--- config.mk ---
export PLATFORM = sky130hd
export DESIGN_NAME = elf_string_hash_bucket_flat
export DESIGN_NICKNAME = d
export VERILOG_FILES = /design/src/hw/rtl/eshb_pkg.sv /design/src/hw/rtl/eshb_char_if.sv /design/src/hw/rtl/eshb_bucket_if.sv /design/src/hw/rtl/elf_string_hash_bucket.sv /design/src/hw/rtl/eshb_rem_unit.sv /design/src/flat_wrapper.sv
export VERILOG_INCLUDE_DIRS = /design/src /design/src/hw/rtl
export SDC_FILE = /design/constraint.sdc
export NUM_CORES = 1
export LEC_CHECK = 0
export ABC_AREA = 1
export BUFFER_PORTS_ARGS = -buffer_cell sky130_fd_sc_hd__buf_4
export CAP_MARGIN = 20
export CELL_PAD_IN_SITES_DETAIL_PLACEMENT = 1
export CELL_PAD_IN_SITES_GLOBAL_PLACEMENT = 1
export CORE_MARGIN = 10
export CORE_UTILIZATION = 46
export DETAILED_ROUTE_END_ITERATION = 8
export PLACE_DENSITY_LB_ADDON = 0.25
export SLEW_MARGIN = 5
export SYNTH_ARGS = -nofsm -noshare
export SYNTH_HDL_FRONTEND = slang
export SYNTH_SLANG_ARGS = --single-unit
--- constraint.sdc ---
create_clock -name clk_i -period 3 [get_ports clk_i]
set_input_delay 0.3 -clock clk_i [delete_from_list [all_inputs] [get_ports clk_i]]
set_output_delay 0.3 -clock clk_i [all_outputs]
set_load 0.01 [all_outputs]
--- src/hw/rtl/elf_string_hash_bucket_defines.svh ---
// Assertion macros for the ELF string hash bucket block.
// Each macro expects clk_i and rst_ni to be visible where it is used.
`ifndef ELF_STRING_HASH_BUCKET_DEFINES_SVH
`define ELF_STRING_HASH_BUCKET_DEFINES_SVH

// Same-cycle implication, checked on every rising clock edge out of reset.
`define ESHB_ASSERT_NOW(lbl, ante, cons, msg) \
  lbl: assert property (@(posedge clk_i) disable iff (!rst_ni) (ante) |-> (cons)) \
    else $error(msg);

// Next-cycle implication, checked on every rising clock edge out of reset.
`define ESHB_ASSERT_NXT(lbl, ante, cons, msg) \
  lbl: assert property (@(posedge clk_i) disable iff (!rst_ni) (ante) |=> (cons)) \
    else $error(msg);

`endif

--- src/hw/rtl/eshb_pkg.sv ---
// Package for the ELF string hash bucket block: widths, sequencer states,
// status structs and the per-byte hash update. No dependencies.
`default_nettype none

package eshb_pkg;

  localparam int unsigned CharW     = 8;
  localparam int unsigned HashW     = 28;
  localparam int unsigned TableW    = 29;
  localparam int unsigned StepShift = 4;
  localparam int unsigned FoldShift = 24;
  localparam int unsigned DivSteps  = HashW;
  localparam int unsigned DivCntW   = $clog2(DivSteps);

  localparam logic [TableW-1:0] TableReset = TableW'(8);
  localparam logic [31:0]       TopNibble  = 32'hF000_0000;

  // Sequencer states of the top level.
  typedef enum logic [1:0] {
    StIdle,
    StDivide,
    StEmit
  } state_e;

  // Status of the remainder unit toward the sequencer.
  typedef struct packed {
    logic busy;
    logic done;
  } rem_stat_t;

  // One ELF/PJW step: shift in the byte, fold the top nibble back, clear it.
  function automatic logic [HashW-1:0] hash_step(input logic [HashW-1:0] acc,
                                                 input logic [CharW-1:0] c);
    logic [31:0] h;
    logic [31:0] g;
    h = (32'(acc) << StepShift) + 32'(c);
    g = h & TopNibble;
    h = h ^ (g >> FoldShift);
    h = h & ~g;
    return h[HashW-1:0];
  endfunction

endpackage

`default_nettype wire

--- src/hw/rtl/eshb_char_if.sv ---
// Byte channel into the hash block: valid/ready handshake and one key byte.
// Depends on eshb_pkg for the byte width.
`default_nettype none

interface eshb_char_if;
  import eshb_pkg::*;

  logic             valid;
  logic             ready;
  logic [CharW-1:0] char_code;

  modport source (output valid, output char_code, input ready);
  modport sink (input valid, input char_code, output ready);
endinterface

`default_nettype wire

--- src/hw/rtl/eshb_bucket_if.sv ---
// Result channel out of the hash block: valid/ready handshake and the index.
// Depends on eshb_pkg for the index width.
`default_nettype none

interface eshb_bucket_if;
  import eshb_pkg::*;

  logic             valid;
  logic             ready;
  logic [HashW-1:0] bucket_index;

  modport source (output valid, output bucket_index, input ready);
  modport sink (input valid, input bucket_index, output ready);
endinterface

`default_nettype wire

--- src/hw/rtl/elf_string_hash_bucket.sv ---
// Top level of the ELF/PJW string hash bucket block.
// Depends on eshb_pkg, eshb_char_if, eshb_bucket_if, eshb_rem_unit and the defines header.
//
//   Channel     Dir  Handshake           Beat contents
//   char_i      in   valid/ready         char_code[7:0], zero ends the key
//   bucket_o    out  valid/ready         bucket_index[27:0]
//   cfg         in   cfg_we_i            cfg_wdata_i[28:0] -> table_size
//
// A nonzero byte is folded into the hash on its beat; the next byte may follow at once.
// A zero byte's beat starts the remainder unit, 28 restoring steps follow, then the
// sequencer sees done and the emit state moves the result into the output register.
// Input ready is low from the zero byte until the result enters the output register;
// a stalled output holds that move, and the block then waits in its emit state.
// Reset clears the hash, sets table_size to 8 and empties the output register.
`default_nettype none

`include "elf_string_hash_bucket_defines.svh"

module elf_string_hash_bucket (
  input  logic                         clk_i,
  input  logic                         rst_ni,
  eshb_char_if.sink                    char_i,
  eshb_bucket_if.source                bucket_o,
  input  logic                         cfg_we_i,
  input  logic [eshb_pkg::TableW-1:0]  cfg_wdata_i
);
  import eshb_pkg::*;

  state_e            state_q, state_d;
  logic [HashW-1:0]  hash_q, hash_d;
  logic [TableW-1:0] table_size_q;
  logic              out_valid_q, out_valid_d;
  logic [HashW-1:0]  out_data_q;

  logic              in_beat;
  logic              key_end;
  logic              rem_start;
  logic              out_load;
  rem_stat_t         rem_stat;
  logic [HashW-1:0]  rem_value;

  assign in_beat = char_i.valid && char_i.ready;
  assign key_end = in_beat && (char_i.char_code == '0);

  // Configuration register.
  always_ff @(posedge clk_i or negedge rst_ni) begin
    if (!rst_ni) begin
      table_size_q <= TableReset;
    end else if (cfg_we_i) begin
      table_size_q <= cfg_wdata_i;
    end
  end

  // Next-state logic of the sequencer.
  always_comb begin
    state_d = state_q;
    case (state_q)
      StIdle: begin
        if (key_end) begin
          state_d = StDivide;
        end
      end
      StDivide: begin
        if (rem_stat.done) begin
          state_d = StEmit;
        end
      end
      StEmit: begin
        if (out_load) begin
          state_d = StIdle;
        end
      end
      default: begin
        state_d = StIdle;
      end
    endcase
  end

  // Output logic of the sequencer.
  always_comb begin
    char_i.ready = 1'b0;
    rem_start    = 1'b0;
    out_load     = 1'b0;
    case (state_q)
      StIdle: begin
        char_i.ready = 1'b1;
        rem_start    = key_end;
      end
      StDivide: begin
        out_load = 1'b0;
      end
      StEmit: begin
        out_load = !out_valid_q || bucket_o.ready;
      end
      default: begin
        char_i.ready = 1'b0;
      end
    endcase
  end

  // Hash accumulator: one fold per nonzero byte, cleared at key end.
  always_comb begin
    hash_d = hash_q;
    if (key_end) begin
      hash_d = '0;
    end else if (in_beat) begin
      hash_d = hash_step(hash_q, char_i.char_code);
    end
  end

  always_ff @(posedge clk_i or negedge rst_ni) begin
    if (!rst_ni) begin
      state_q <= StIdle;
      hash_q  <= '0;
    end else begin
      state_q <= state_d;
      hash_q  <= hash_d;
    end
  end

  // Remainder unit.
  eshb_rem_unit u_rem (
    .clk_i       (clk_i),
    .rst_ni      (rst_ni),
    .start_i     (rem_start),
    .dividend_i  (hash_q),
    .divisor_i   (table_size_q),
    .stat_o      (rem_stat),
    .remainder_o (rem_value)
  );

  // Output register, kept apart from the input side.
  always_comb begin
    out_valid_d = out_valid_q;
    if (out_load) begin
      out_valid_d = 1'b1;
    end else if (bucket_o.ready) begin
      out_valid_d = 1'b0;
    end
  end

  always_ff @(posedge clk_i or negedge rst_ni) begin
    if (!rst_ni) begin
      out_valid_q <= 1'b0;
    end else begin
      out_valid_q <= out_valid_d;
    end
  end

  always_ff @(posedge clk_i) begin
    if (out_load) begin
      out_data_q <= rem_value;
    end
  end

  assign bucket_o.valid        = out_valid_q;
  assign bucket_o.bucket_index = out_data_q;

  // Checks on the sequencer and the accumulator.
  `ESHB_ASSERT_NXT(a_key_end_starts_rem, key_end, rem_stat.busy && (hash_q == '0),
                   "key end did not start the remainder unit or clear the hash")
  `ESHB_ASSERT_NOW(a_rise_after_emit, $rose(out_valid_q), $past(state_q == StEmit),
                   "bucket beat appeared without an emit step")
  `ESHB_ASSERT_NOW(a_no_input_while_busy, rem_stat.busy, !char_i.ready && (state_q == StDivide),
                   "input accepted while the remainder unit is busy")
  `ESHB_ASSERT_NOW(a_done_not_busy, rem_stat.done, !rem_stat.busy,
                   "remainder unit reports done and busy together")

endmodule

`default_nettype wire

--- src/hw/rtl/eshb_rem_unit.sv ---
// Bit-serial restoring remainder unit: one quotient bit per cycle.
// Depends on eshb_pkg for widths and the status struct.
`default_nettype none

module eshb_rem_unit (
  input  logic                      clk_i,
  input  logic                      rst_ni,
  input  logic                      start_i,
  input  logic [eshb_pkg::HashW-1:0]  dividend_i,
  input  logic [eshb_pkg::TableW-1:0] divisor_i,
  output eshb_pkg::rem_stat_t       stat_o,
  output logic [eshb_pkg::HashW-1:0]  remainder_o
);
  import eshb_pkg::*;

  logic               busy_q, busy_d;
  logic               done_q, done_d;
  logic [DivCntW-1:0] cnt_q, cnt_d;
  logic [HashW-1:0]   dvd_q, dvd_d;
  logic [TableW-1:0]  div_q, div_d;
  logic [TableW-1:0]  rem_q, rem_d;

  logic [TableW:0]    trial;
  logic [TableW:0]    diff;
  logic               last_step;

  // Shift the next dividend bit into the partial remainder and try a subtract.
  assign trial     = {rem_q, dvd_q[HashW-1]};
  assign diff      = trial - {1'b0, div_q};
  assign last_step = (cnt_q == DivCntW'(DivSteps - 1));

  // Step logic: load on start, then one restoring step per cycle.
  always_comb begin
    busy_d = busy_q;
    done_d = done_q;
    cnt_d  = cnt_q;
    dvd_d  = dvd_q;
    div_d  = div_q;
    rem_d  = rem_q;
    if (start_i) begin
      busy_d = 1'b1;
      done_d = 1'b0;
      cnt_d  = '0;
      dvd_d  = dividend_i;
      div_d  = divisor_i;
      rem_d  = '0;
    end else if (busy_q) begin
      dvd_d = dvd_q << 1;
      cnt_d = cnt_q + DivCntW'(1);
      if (trial >= {1'b0, div_q}) begin
        rem_d = diff[TableW-1:0];
      end else begin
        rem_d = trial[TableW-1:0];
      end
      if (last_step) begin
        busy_d = 1'b0;
        done_d = 1'b1;
      end
    end
  end

  // Control state.
  always_ff @(posedge clk_i or negedge rst_ni) begin
    if (!rst_ni) begin
      busy_q <= 1'b0;
      done_q <= 1'b0;
      cnt_q  <= '0;
    end else begin
      busy_q <= busy_d;
      done_q <= done_d;
      cnt_q  <= cnt_d;
    end
  end

  // Datapath registers.
  always_ff @(posedge clk_i) begin
    dvd_q <= dvd_d;
    div_q <= div_d;
    rem_q <= rem_d;
  end

  // The remainder stays below the divisor or equals the 28-bit dividend.
  assign stat_o.busy = busy_q;
  assign stat_o.done = done_q;
  assign remainder_o = rem_q[HashW-1:0];

endmodule

`default_nettype wire

--- src/flat_wrapper.sv ---
// flat-port wrapper written by rule: the top's interface ports become plain ports
module elf_string_hash_bucket_flat import eshb_pkg::*;
  (clk_i, rst_ni, cfg_we_i, cfg_wdata_i, char_i_valid, char_i_char_code, char_i_ready, bucket_o_valid, bucket_o_bucket_index, bucket_o_ready);
  eshb_char_if char_i_i ();
  eshb_bucket_if bucket_o_i ();
  input  logic clk_i;
  input  logic rst_ni;
  input  logic cfg_we_i;
  input  logic [eshb_pkg::TableW-1:0] cfg_wdata_i;
  input wire logic [$bits(char_i_i.valid)-1:0] char_i_valid;
  input wire logic [$bits(char_i_i.char_code)-1:0] char_i_char_code;
  output wire logic [$bits(char_i_i.ready)-1:0] char_i_ready;
  output wire logic [$bits(bucket_o_i.valid)-1:0] bucket_o_valid;
  output wire logic [$bits(bucket_o_i.bucket_index)-1:0] bucket_o_bucket_index;
  input wire logic [$bits(bucket_o_i.ready)-1:0] bucket_o_ready;
  assign char_i_i.valid = char_i_valid;
  assign char_i_i.char_code = char_i_char_code;
  assign char_i_ready = char_i_i.ready;
  assign bucket_o_valid = bucket_o_i.valid;
  assign bucket_o_bucket_index = bucket_o_i.bucket_index;
  assign bucket_o_i.ready = bucket_o_ready;
  elf_string_hash_bucket u_core (.clk_i(clk_i), .rst_ni(rst_ni), .char_i(char_i_i), .bucket_o(bucket_o_i), .cfg_we_i(cfg_we_i), .cfg_wdata_i(cfg_wdata_i));
endmodule
==> results.rst, run 1 <==
.. list-table::
   :header-rows: 1

   * - Metric
     - Value
   * - Starting Density
     - 0.469
   * - Sequential fraction of the synthesis area
     - 0.488
   * - Final layout net count
     - approximately 1400
   * - Total number of vias
     - around 8300
   * - Combinational power share
     - 0.403
   * - CTS clk-pin slew, worst paths
     - 0.08 ns
   * - Level count of the clock H-tree
     - 4
   * - Yosys cell types
     - between 40 and 50
   * - Number of buffer cells added on primary ports
     - 71
   * - Pin slew with the least headroom to its limit
     - 0.929 ns
   * - Crit path max fanout
     - 22
   * - Crit-path leading delay family
     - simple AND/OR/NAND/NOR gates
   * - Count of antenna-violating nets left after detailed routing
     - 0
   * - GRT Util Overall
     - 0.202
   * - Average cell area after synthesis
     - between 8 and 9 sq um
   * - Final Hold Vio Count
     - 17
   * - Fillers
     - 2565
   * - Post-synth top area share
     - 0.259
   * - Total clock buffers created by CTS
     - 17
   * - Slew Limit Fails
     - 0
   * - Initial drt markers
     - approximately 420
   * - Synthesis-stage register bit count
     - roughly 180
   * - Fin Clk Skew
     - about 0.012 ns
   * - Power Dens Cells
     - around 900 nW/um^2
   * - Final non-filler cell total
     - 1567
   * - Pre-CTS worst setup slack
     - 0.274 ns
   * - Routed length per placed instance
     - around 18 microns
   * - Slowest stage cell, crit path
     - sky130_fd_sc_hd__fa_1
   * - CTS tree
     - built
   * - P_sw
     - 4170 uW
   * - Final period util
     - 0.889
   * - Switching part of the total
     - 0.415
   * - Kind of critical path
     - reg2reg
   * - Synth top area cells
     - sky130_fd_sc_hd__edfxtp_1 (26%), sky130_fd_sc_hd__dfrtp_1 (17%), sky130_fd_sc_hd__nand2_1 (13%), sky130_fd_sc_hd__inv_1 (7.3%), sky130_fd_sc_hd__dfxtp_1 (5.9%)
   * - Largest net degree at the start of global routing
     - between 60 and 70
   * - Total area of multi-input combinational cells
     - about 4200 sq um
   * - Highest cell delay on the worst timing path
     - roughly 0.46 ns
   * - Antenna violations before repair
     - 1
   * - CP Data Required Time
     - 3.34 ns
   * - Die width
     - roughly 170 microns
   * - Lkg Pwr
     - ~0.0054 uW
   * - Total standard cell area after synthesis
     - 9860 sq um
   * - Fmax achieved
     - 0.375 GHz
   * - Worst-case headroom to the max-slew limit
     - 0.380
   * - Post-Syn Instances
     - about 1200
   * - Clock network latency to the later pin of the worst-skew pair
     - ~0.44 ns
   * - Nets in the synthesized netlist
     - 1280
   * - Layout cell share with drive strength beyond 1
     - 0.137
   * - Total detailed-routing wirelength
     - around 28 mm
   * - Clock sinks
     - between 150 and 200
   * - GPL Wtd Cong
     - 0.897
   * - Yosys warning count
     - 0
   * - Area inside the core boundary
     - approximately 21000 sq um
   * - Worst supply voltage drop on vdd
     - ~0.00037 V
   * - Post-Route Setup TNS
     - 0 ns
   * - Worst Setup Start Kind
     - flop
   * - Area enclosed by the die boundary
     - 27700 sq um
   * - Worst hold slack after final layout
     - -0.0278 ns
   * - Time the final worst path needs with I/O delays and setup
     - between 2 and 3 ns
   * - Post-cts sizing count
     - 0
   * - Die extent in y
     - between 150 and 200 microns
   * - Residual DRC count
     - 0
   * - Clock network power share
     - 0.234
   * - Post-detailed-placement half-perimeter wirelength
     - roughly 20 mm
   * - Count of pins on the block boundary
     - slightly above 70
   * - Proportion of power drawn by flip-flops and latches
     - 0.364
   * - Failing checks
     - negative hold slack
   * - Average via count per standard cell
     - about 5.3
   * - Buf/Inv on CP
     - 2
   * - Unrepaired setup endpoints after global routing
     - false
   * - P_int
     - 5870 uW
   * - CP most frequent cell
     - sky130_fd_sc_hd__nand2_1
   * - Buffer type at the clock tree root
     - sky130_fd_sc_hd__clkbuf_16
   * - Count of endpoints failing setup in the final report
     - 0
   * - Cells along the critical path
     - inv_1 -> ha_1 -> fa_1 -> inv_1 -> nand3_1 -> nand3_1 -> nand2_1 -> nand2_1 -> nand2_2 -> nand3_2 -> nand3_1 -> nand2_1 -> nand2_1
   * - Area Overhead vs Synth
     - 14.4%
   * - Worst min-delay path class
     - in2async
   * - Clk buf depth
     - 2
   * - Pre-Repair DR Iteration Count
     - 4
   * - Leading area contributor after synthesis
     - sky130_fd_sc_hd__edfxtp_1
   * - Via count of the first global-routing pass
     - 9040
   * - Number of placed instances with taps included
     - between 1500 and 2000
   * - Smallest setup slack after layout
     - 0.333 ns
   * - Crit path arrival time
     - approximately 3 ns
   * - Overflow left after global routing
     - 0
   * - Run status
     - complete, but fails checks
   * - Category of the worst setup path capture point
     - flop
   * - Wire length of the first global-routing pass
     - around 46 mm
   * - FF/Latch Area
     - between 4000 and 5000 sq um
   * - Site row count
     - 53
   * - Max_cap viols
     - 0
[cell usage after synthesis, drive strengths merged]
| cell | count |
|---|---|
| mux2 | 29 |
| a22o | 1 |
| nor3b | 1 |
| o211ai | 1 |
| nand2 | 354 |
| buf | 16 |
| nor4 | 3 |
| nand4 | 20 |
| or2 | 3 |
| nor2 | 97 |
| nor3 | 13 |
| dfrtp | 66 |
| o32ai | 1 |
| dfxtp | 29 |
| a21oi | 24 |
| o21ai | 68 |
| nand3b | 6 |
| o22ai | 9 |
| fa | 2 |
| and2 | 6 |
| a31oi | 1 |
| ha | 34 |
| xor2 | 7 |
| inv | 198 |
| nand3 | 103 |
| xnor2 | 13 |
| dfstp | 1 |
| o21bai | 3 |
| clkbuf | 8 |
| edfxtp | 85 |
[cell usage in the layout, fill, tap and decap left out, types with 2 or more instances in the layout]
cell type and instances:
sky130_fd_sc_hd__nand2_2 9, sky130_fd_sc_hd__nand2_1 345, sky130_fd_sc_hd__xnor2_1 13, sky130_fd_sc_hd__o21ai_1 14, sky130_fd_sc_hd__nand4_1 20, sky130_fd_sc_hd__inv_8 3, sky130_fd_sc_hd__dfrtp_1 66, sky130_fd_sc_hd__inv_6 5
sky130_fd_sc_hd__ha_1 34, sky130_fd_sc_hd__clkbuf_16 17, sky130_fd_sc_hd__bufinv_16 2, sky130_fd_sc_hd__buf_4 80, sky130_fd_sc_hd__a21oi_1 23, sky130_fd_sc_hd__fa_1 2, sky130_fd_sc_hd__o22ai_1 9, sky130_fd_sc_hd__o21bai_1 3
sky130_fd_sc_hd__and2_1 3, sky130_fd_sc_hd__mux2_2 29, sky130_fd_sc_hd__nor2_4 4, sky130_fd_sc_hd__inv_1 193, sky130_fd_sc_hd__xor2_1 7, sky130_fd_sc_hd__inv_2 5, sky130_fd_sc_hd__clkinvlp_4 3, sky130_fd_sc_hd__nor3_1 13
sky130_fd_sc_hd__dfxtp_1 29, sky130_fd_sc_hd__o21ai_0 54, sky130_fd_sc_hd__nor4_1 3, sky130_fd_sc_hd__nor2_2 11, sky130_fd_sc_hd__nor2_1 82, sky130_fd_sc_hd__edfxtp_1 85, sky130_fd_sc_hd__nand3_1 102, sky130_fd_sc_hd__nand3b_1 6
[power by group through the flow]
stage	logic, uW	clock network (uW)	registers [uW]
CTS	4030	2380	3640
global route	4630	2480	3720
finish	4050	2350	3650
detailed placement	3960	0	3680
global placement	3810	0	3660
floorplan	3020	0	3540
[registers in the layout (all words and copies together) (netlist names)]
register                      flops
u_core.u_rem.done_q               1
u_core.u_rem.dvd_q               28
u_core.bucket_o.bucket_index     28
u_core.bucket_o.valid             1
u_core.table_size_q              29
u_core.state_q                    2
u_core.u_rem.rem_q               29
u_core.hash_q                    28
u_core.u_rem.cnt_q                5
u_core.u_rem.div_q               29
u_core.u_rem.busy_q               1
[layer usage]
metal / routed length, microns / part of all wire / up-vias / global-route usage
li1: - / - / 4017 / -
met2: 14000 / 0.50 / 149 / 0.354
met3: 1140 / 0.041 / 43 / 0.0402
met1: 12300 / 0.44 / 4053 / 0.244
met4: 542 / 0.019 / 0 / 0.0641
met5: 0 / 0 / - / 0
[stage by stage]
stage	power, uW	utilization	cell area [sq um]	hold WS, ns
finish	10000	0.537	11300	-0.0278
CTS	10100	0.536	11300	0.0317
floorplan	6560	-	9860	0.00441
global placement	7470	0.507	10700	0.427
detailed placement	7640	0.507	10700	0.434
global route	10800	0.537	11300	0.0578
[path summary, 6_finish.rpt]
path	from	endpoint	slack (ns)	cells after the start
min	rst_ni	u_core.table_size_q[5]$_DFFE_PN0P_	-0.03	1
max	u_core.u_rem.dvd_q[27]$_DFFE_PP_	u_core.u_rem.rem_q[26]$_SDFFE_PP0P_	0.33	13
min in group clk_i	char_i_char_code[2]	u_core.hash_q[2]$_DFFE_PN0P_	0.08	3
max in group asynchronous	rst_ni	u_core.table_size_q[23]$_DFFE_PN0P_	2.39	1
max reg2reg	u_core.u_rem.dvd_q[27]$_DFFE_PP_	u_core.u_rem.rem_q[26]$_SDFFE_PP0P_	0.33	13
min reg2reg	u_core.table_size_q[12]$_DFFE_PN0P_	u_core.u_rem.div_q[12]$_DFFE_PP_	0.45	0
[final cells by class]
cell class | instances | share of cell area
sequential | 181 | 0.426
multi-input combinational | 800 | 0.370
inverter | 198 | 0.0659
timing repair buffer | 80 | 0.0532
clock buffer | 17 | 0.0377
tap | 275 | 0.0305
clock inverter | 15 | 0.0161
antenna | 1 | 0.000222
[repair_timing]
item,4_1_cts,5_1_grt
setup buffers,0,0
hold buffers,0,0
setup endpoints to repair,0,1
[cell families after synthesis]
family,after synthesis,share of synthesized area
simple gates,606,0.266
buf+inv,222,0.0899
flops,181,0.488
compound gates,108,0.0583
fa+ha+maj,36,0.0472
mux,29,0.0331
xor+xnor,20,0.0178
(Power assumes the default switching activity.)
==> run 2, diff against run 1 <==
--- a/config.mk
+++ b/config.mk
@@ -15,6 +15,7 @@
 export CORE_UTILIZATION = 46
 export DETAILED_ROUTE_END_ITERATION = 8
 export PLACE_DENSITY_LB_ADDON = 0.25
+export RECOVER_POWER = 100
 export SLEW_MARGIN = 5
 export SYNTH_ARGS = -nofsm -noshare
 export SYNTH_HDL_FRONTEND = slang
==> run 2 against run 1 <==
Effect of this change:
- the run ends with max-capacitance violations, max-slew violations left
- clock skew about the same
- critical path depth unchanged
- sequential power about the same
- flip-flop and latch count unchanged
- sequential share of layout area increased by 0.60 points
- worst hold slack improved by 0.11 ns
- worst setup slack got worse by 0.032 ns
==> results.rst, run 2 (synthesis results as in run 1) <==
.. list-table::
   :header-rows: 1

   * - Metric
     - Value
   * - CTS tree
     - built
   * - Fillers
     - 2573
   * - Run status
     - complete, but fails checks
   * - Area Overhead vs Synth
     - 12.9%
   * - Worst reg2reg path endpoint
     - u_core.u_rem.rem_q[1]$_SDFFE_PP0P_
   * - Die width
     - between 150 and 200 microns
   * - Initial drt markers
     - between 300 and 400
   * - Critical register-to-register path startpoint
     - u_core.u_rem.dvd_q[27]$_DFFE_PP_
   * - Worst hold start
     - char_i_char_code[2]
   * - GRT Util Overall
     - 0.202
   * - Routed length per placed instance
     - 17.9 microns
   * - Switching part of the total
     - 0.416
   * - Number of instances on the worst hold path
     - 3
   * - Post-CTS setup-driven buffer insertion count
     - 0
   * - Total number of vias
     - a little over 8000
   * - Kind of critical path
     - reg2reg
   * - Pin slew with the least headroom to its limit
     - approximately 1.9 ns
   * - Lkg Pwr
     - 0.00523 uW
   * - Worst-case headroom to the max-slew limit
     - -0.240
   * - Worst setup slack for register-to-register paths
     - around 0.3 ns
   * - Starting Density
     - 0.469
   * - Clk buf depth
     - 2
   * - Crit path arrival time
     - 2.98 ns
   * - Clock network latency to the later pin of the worst-skew pair
     - 0.44 ns
   * - Level count of the clock H-tree
     - 4
   * - Final Hold Vio Count
     - 0
   * - Count of antenna-violating nets left after detailed routing
     - 0
   * - Layout cell share with drive strength beyond 1
     - 0.105
   * - GPL Wtd Cong
     - roughly 0.9
   * - Post-cts sizing count
     - 0
   * - Instance area after placement
     - 10700 sq um
   * - Hold-fix buffers, CTS
     - 0
   * - Total detailed-routing wirelength
     - roughly 28 mm
   * - Residual DRC count
     - 0
   * - Post-detailed-placement half-perimeter wirelength
     - just over 20 mm
   * - Area inside the core boundary
     - approximately 21000 sq um
   * - Slew Limit Fails
     - 98
   * - Worst min-delay path class
     - in2reg
   * - Clock sinks
     - between 150 and 200
   * - Area enclosed by the die boundary
     - roughly 28000 sq um
   * - Via count of the first global-routing pass
     - ~9000
   * - Fin Clk Skew
     - ~0.012 ns
   * - Max_cap viols
     - 2
   * - Fmax achieved
     - 0.370 GHz
   * - Category of the worst setup path capture point
     - flop
   * - FF/Latch Area
     - 4810 sq um
   * - Buffer type at the clock tree root
     - sky130_fd_sc_hd__clkbuf_16
   * - Combinational power share
     - 0.401
   * - Clock network power share
     - 0.235
   * - Final layout net count
     - about 1400
   * - Total area of multi-input combinational cells
     - between 4000 and 5000 sq um
   * - Proportion of power drawn by flip-flops and latches
     - 0.365
   * - CP Data Required Time
     - approximately 3.3 ns
   * - Crit path max fanout
     - 22
   * - Capture endpoint of the worst hold path
     - u_core.hash_q[2]$_DFFE_PN0P_
   * - Count of endpoints failing setup in the final report
     - 0
   * - Number of placed instances with taps included
     - about 1500
   * - Wire length of the first global-routing pass
     - ~46 mm
   * - Final period util
     - 0.900
   * - Worst Setup Start Kind
     - flop
   * - Total clock buffers created by CTS
     - 17
   * - Most common cell after layout, fill and taps aside
     - sky130_fd_sc_hd__nand2_1
   * - Overall power after layout
     - about 10000 uW
   * - Count of pins on the block boundary
     - 72
   * - Registers with the most flip-flops
     - u_core.table_size_q (29), u_core.u_rem.div_q (29), u_core.u_rem.rem_q (29)
   * - P_sw
     - 4170 uW
   * - Number of buffer cells added on primary ports
     - 71
   * - P_int
     - 5860 uW
   * - Final non-filler cell total
     - approximately 1600
   * - Logic depth of the worst register-to-register path
     - 13
   * - Overflow left after global routing
     - 0
   * - Final Cell Area
     - 11100 sq um
   * - Worst hold slack after final layout
     - 0.0825 ns
   * - Failing checks
     - max-capacitance violations, max-slew violations
   * - Average via count per standard cell
     - 5.29
   * - Site row count
     - 53
   * - Antenna violations before repair
     - 1
   * - Die extent in y
     - 166 microns
   * - Post-Route Setup TNS
     - 0 ns
   * - Time the final worst path needs with I/O delays and setup
     - roughly 2.7 ns
   * - Pre-Repair DR Iteration Count
     - 5
   * - Unrepaired setup endpoints after global routing
     - false
   * - Commonest cells after routing, fill and taps aside
     - sky130_fd_sc_hd__nand2_1 (346), sky130_fd_sc_hd__inv_1 (194), sky130_fd_sc_hd__nand3_1 (102)
   * - Worst supply voltage drop on vdd
     - 0.000374 V
   * - CTS clk-pin slew, worst paths
     - around 0.070 ns
   * - Power Dens Cells
     - between 900 and 1000 nW/um^2
   * - Largest net degree at the start of global routing
     - approximately 70
[run 2: cell count changes in the layout (fill, tap and decap cells not counted), moves of 3 or more]
cell / previous run / this run
sky130_fd_sc_hd__clkbuf_2: 0 / 4
sky130_fd_sc_hd__clkbuf_1: 0 / 35
sky130_fd_sc_hd__o21ai_1: 14 / 1
sky130_fd_sc_hd__buf_4: 80 / 41
sky130_fd_sc_hd__nor2_1: 82 / 85
sky130_fd_sc_hd__o21ai_0: 54 / 67
[run 2: how the worst max path moves through the flow]
stage                                                 from                                   to  slack (ns)
final                     u_core.u_rem.dvd_q[27]$_DFFE_PP_   u_core.u_rem.rem_q[1]$_SDFFE_PP0P_        0.30
after detailed placement  u_core.u_rem.dvd_q[27]$_DFFE_PP_  u_core.u_rem.rem_q[12]$_SDFFE_PP0P_        0.27
after floorplan              u_core.state_q[1]$_DFFE_PN0P_  u_core.u_rem.dvd_q[0]$_SDFFCE_PN0P_        0.68
after global placement    u_core.u_rem.dvd_q[27]$_DFFE_PP_  u_core.u_rem.rem_q[22]$_SDFFE_PP0P_        0.32
after CTS                 u_core.u_rem.dvd_q[27]$_DFFE_PP_  u_core.u_rem.rem_q[25]$_SDFFE_PP0P_        0.20
after global routing      u_core.u_rem.dvd_q[27]$_DFFE_PP_   u_core.u_rem.rem_q[8]$_SDFFE_PP0P_        0.02
[run 2: routing by layer]
| layer | routed length [microns] | GRT usage | vias up |
|---|---|---|---|
| met5 | 0 | 0 | - |
| met4 | 570 | 0.0641 | 0 |
| met3 | 947 | 0.0402 | 45 |
| met2 | 14100 | 0.354 | 149 |
| met1 | 12500 | 0.244 | 4068 |
| li1 | - | - | 4021 |
[run 2: cell type report]
cell class | count | share of cell area
Timing Repair Buffer | 80 | 0.0413
Clock buffer | 17 | 0.0382
Tap cell | 275 | 0.0309
Antenna cell | 1 | 0.000225
Clock inverter | 15 | 0.0163
Sequential cell | 181 | 0.432
Inverter | 198 | 0.0668
Multi-Input combinational cell | 800 | 0.374
[run 2: stage by stage]
stage / setup WS [ns] / utilization
floorplan: 0.680 / -
global placement: 0.322 / 0.507
detailed placement: 0.274 / 0.507
CTS: 0.201 / 0.536
global route: 0.0207 / 0.529
finish: 0.300 / 0.529
[run 2: power by group through the flow]
stage / combinational (uW) / sequential (uW) / clock, uW
floorplan: 3020 / 3540 / 0
global placement: 3810 / 3660 / 0
detailed placement: 3960 / 3680 / 0
CTS: 4030 / 3640 / 2380
global route: 4600 / 3730 / 2480
finish: 4020 / 3650 / 2350
[run 2: critical path: stages (launching register included)]
cell,delay (ns)
sky130_fd_sc_hd__edfxtp_1,0.33
sky130_fd_sc_hd__inv_1,0.05
sky130_fd_sc_hd__ha_1,0.23
sky130_fd_sc_hd__fa_1,0.46
sky130_fd_sc_hd__inv_1,0.11
sky130_fd_sc_hd__nand3_1,0.08
sky130_fd_sc_hd__nand3_1,0.18
sky130_fd_sc_hd__nand2_1,0.08
sky130_fd_sc_hd__nand2_1,0.18
sky130_fd_sc_hd__nand2_2,0.12
sky130_fd_sc_hd__nand3_2,0.44
sky130_fd_sc_hd__nand2_1,0.10
sky130_fd_sc_hd__nand3_1,0.10
sky130_fd_sc_hd__o21ai_0,0.09
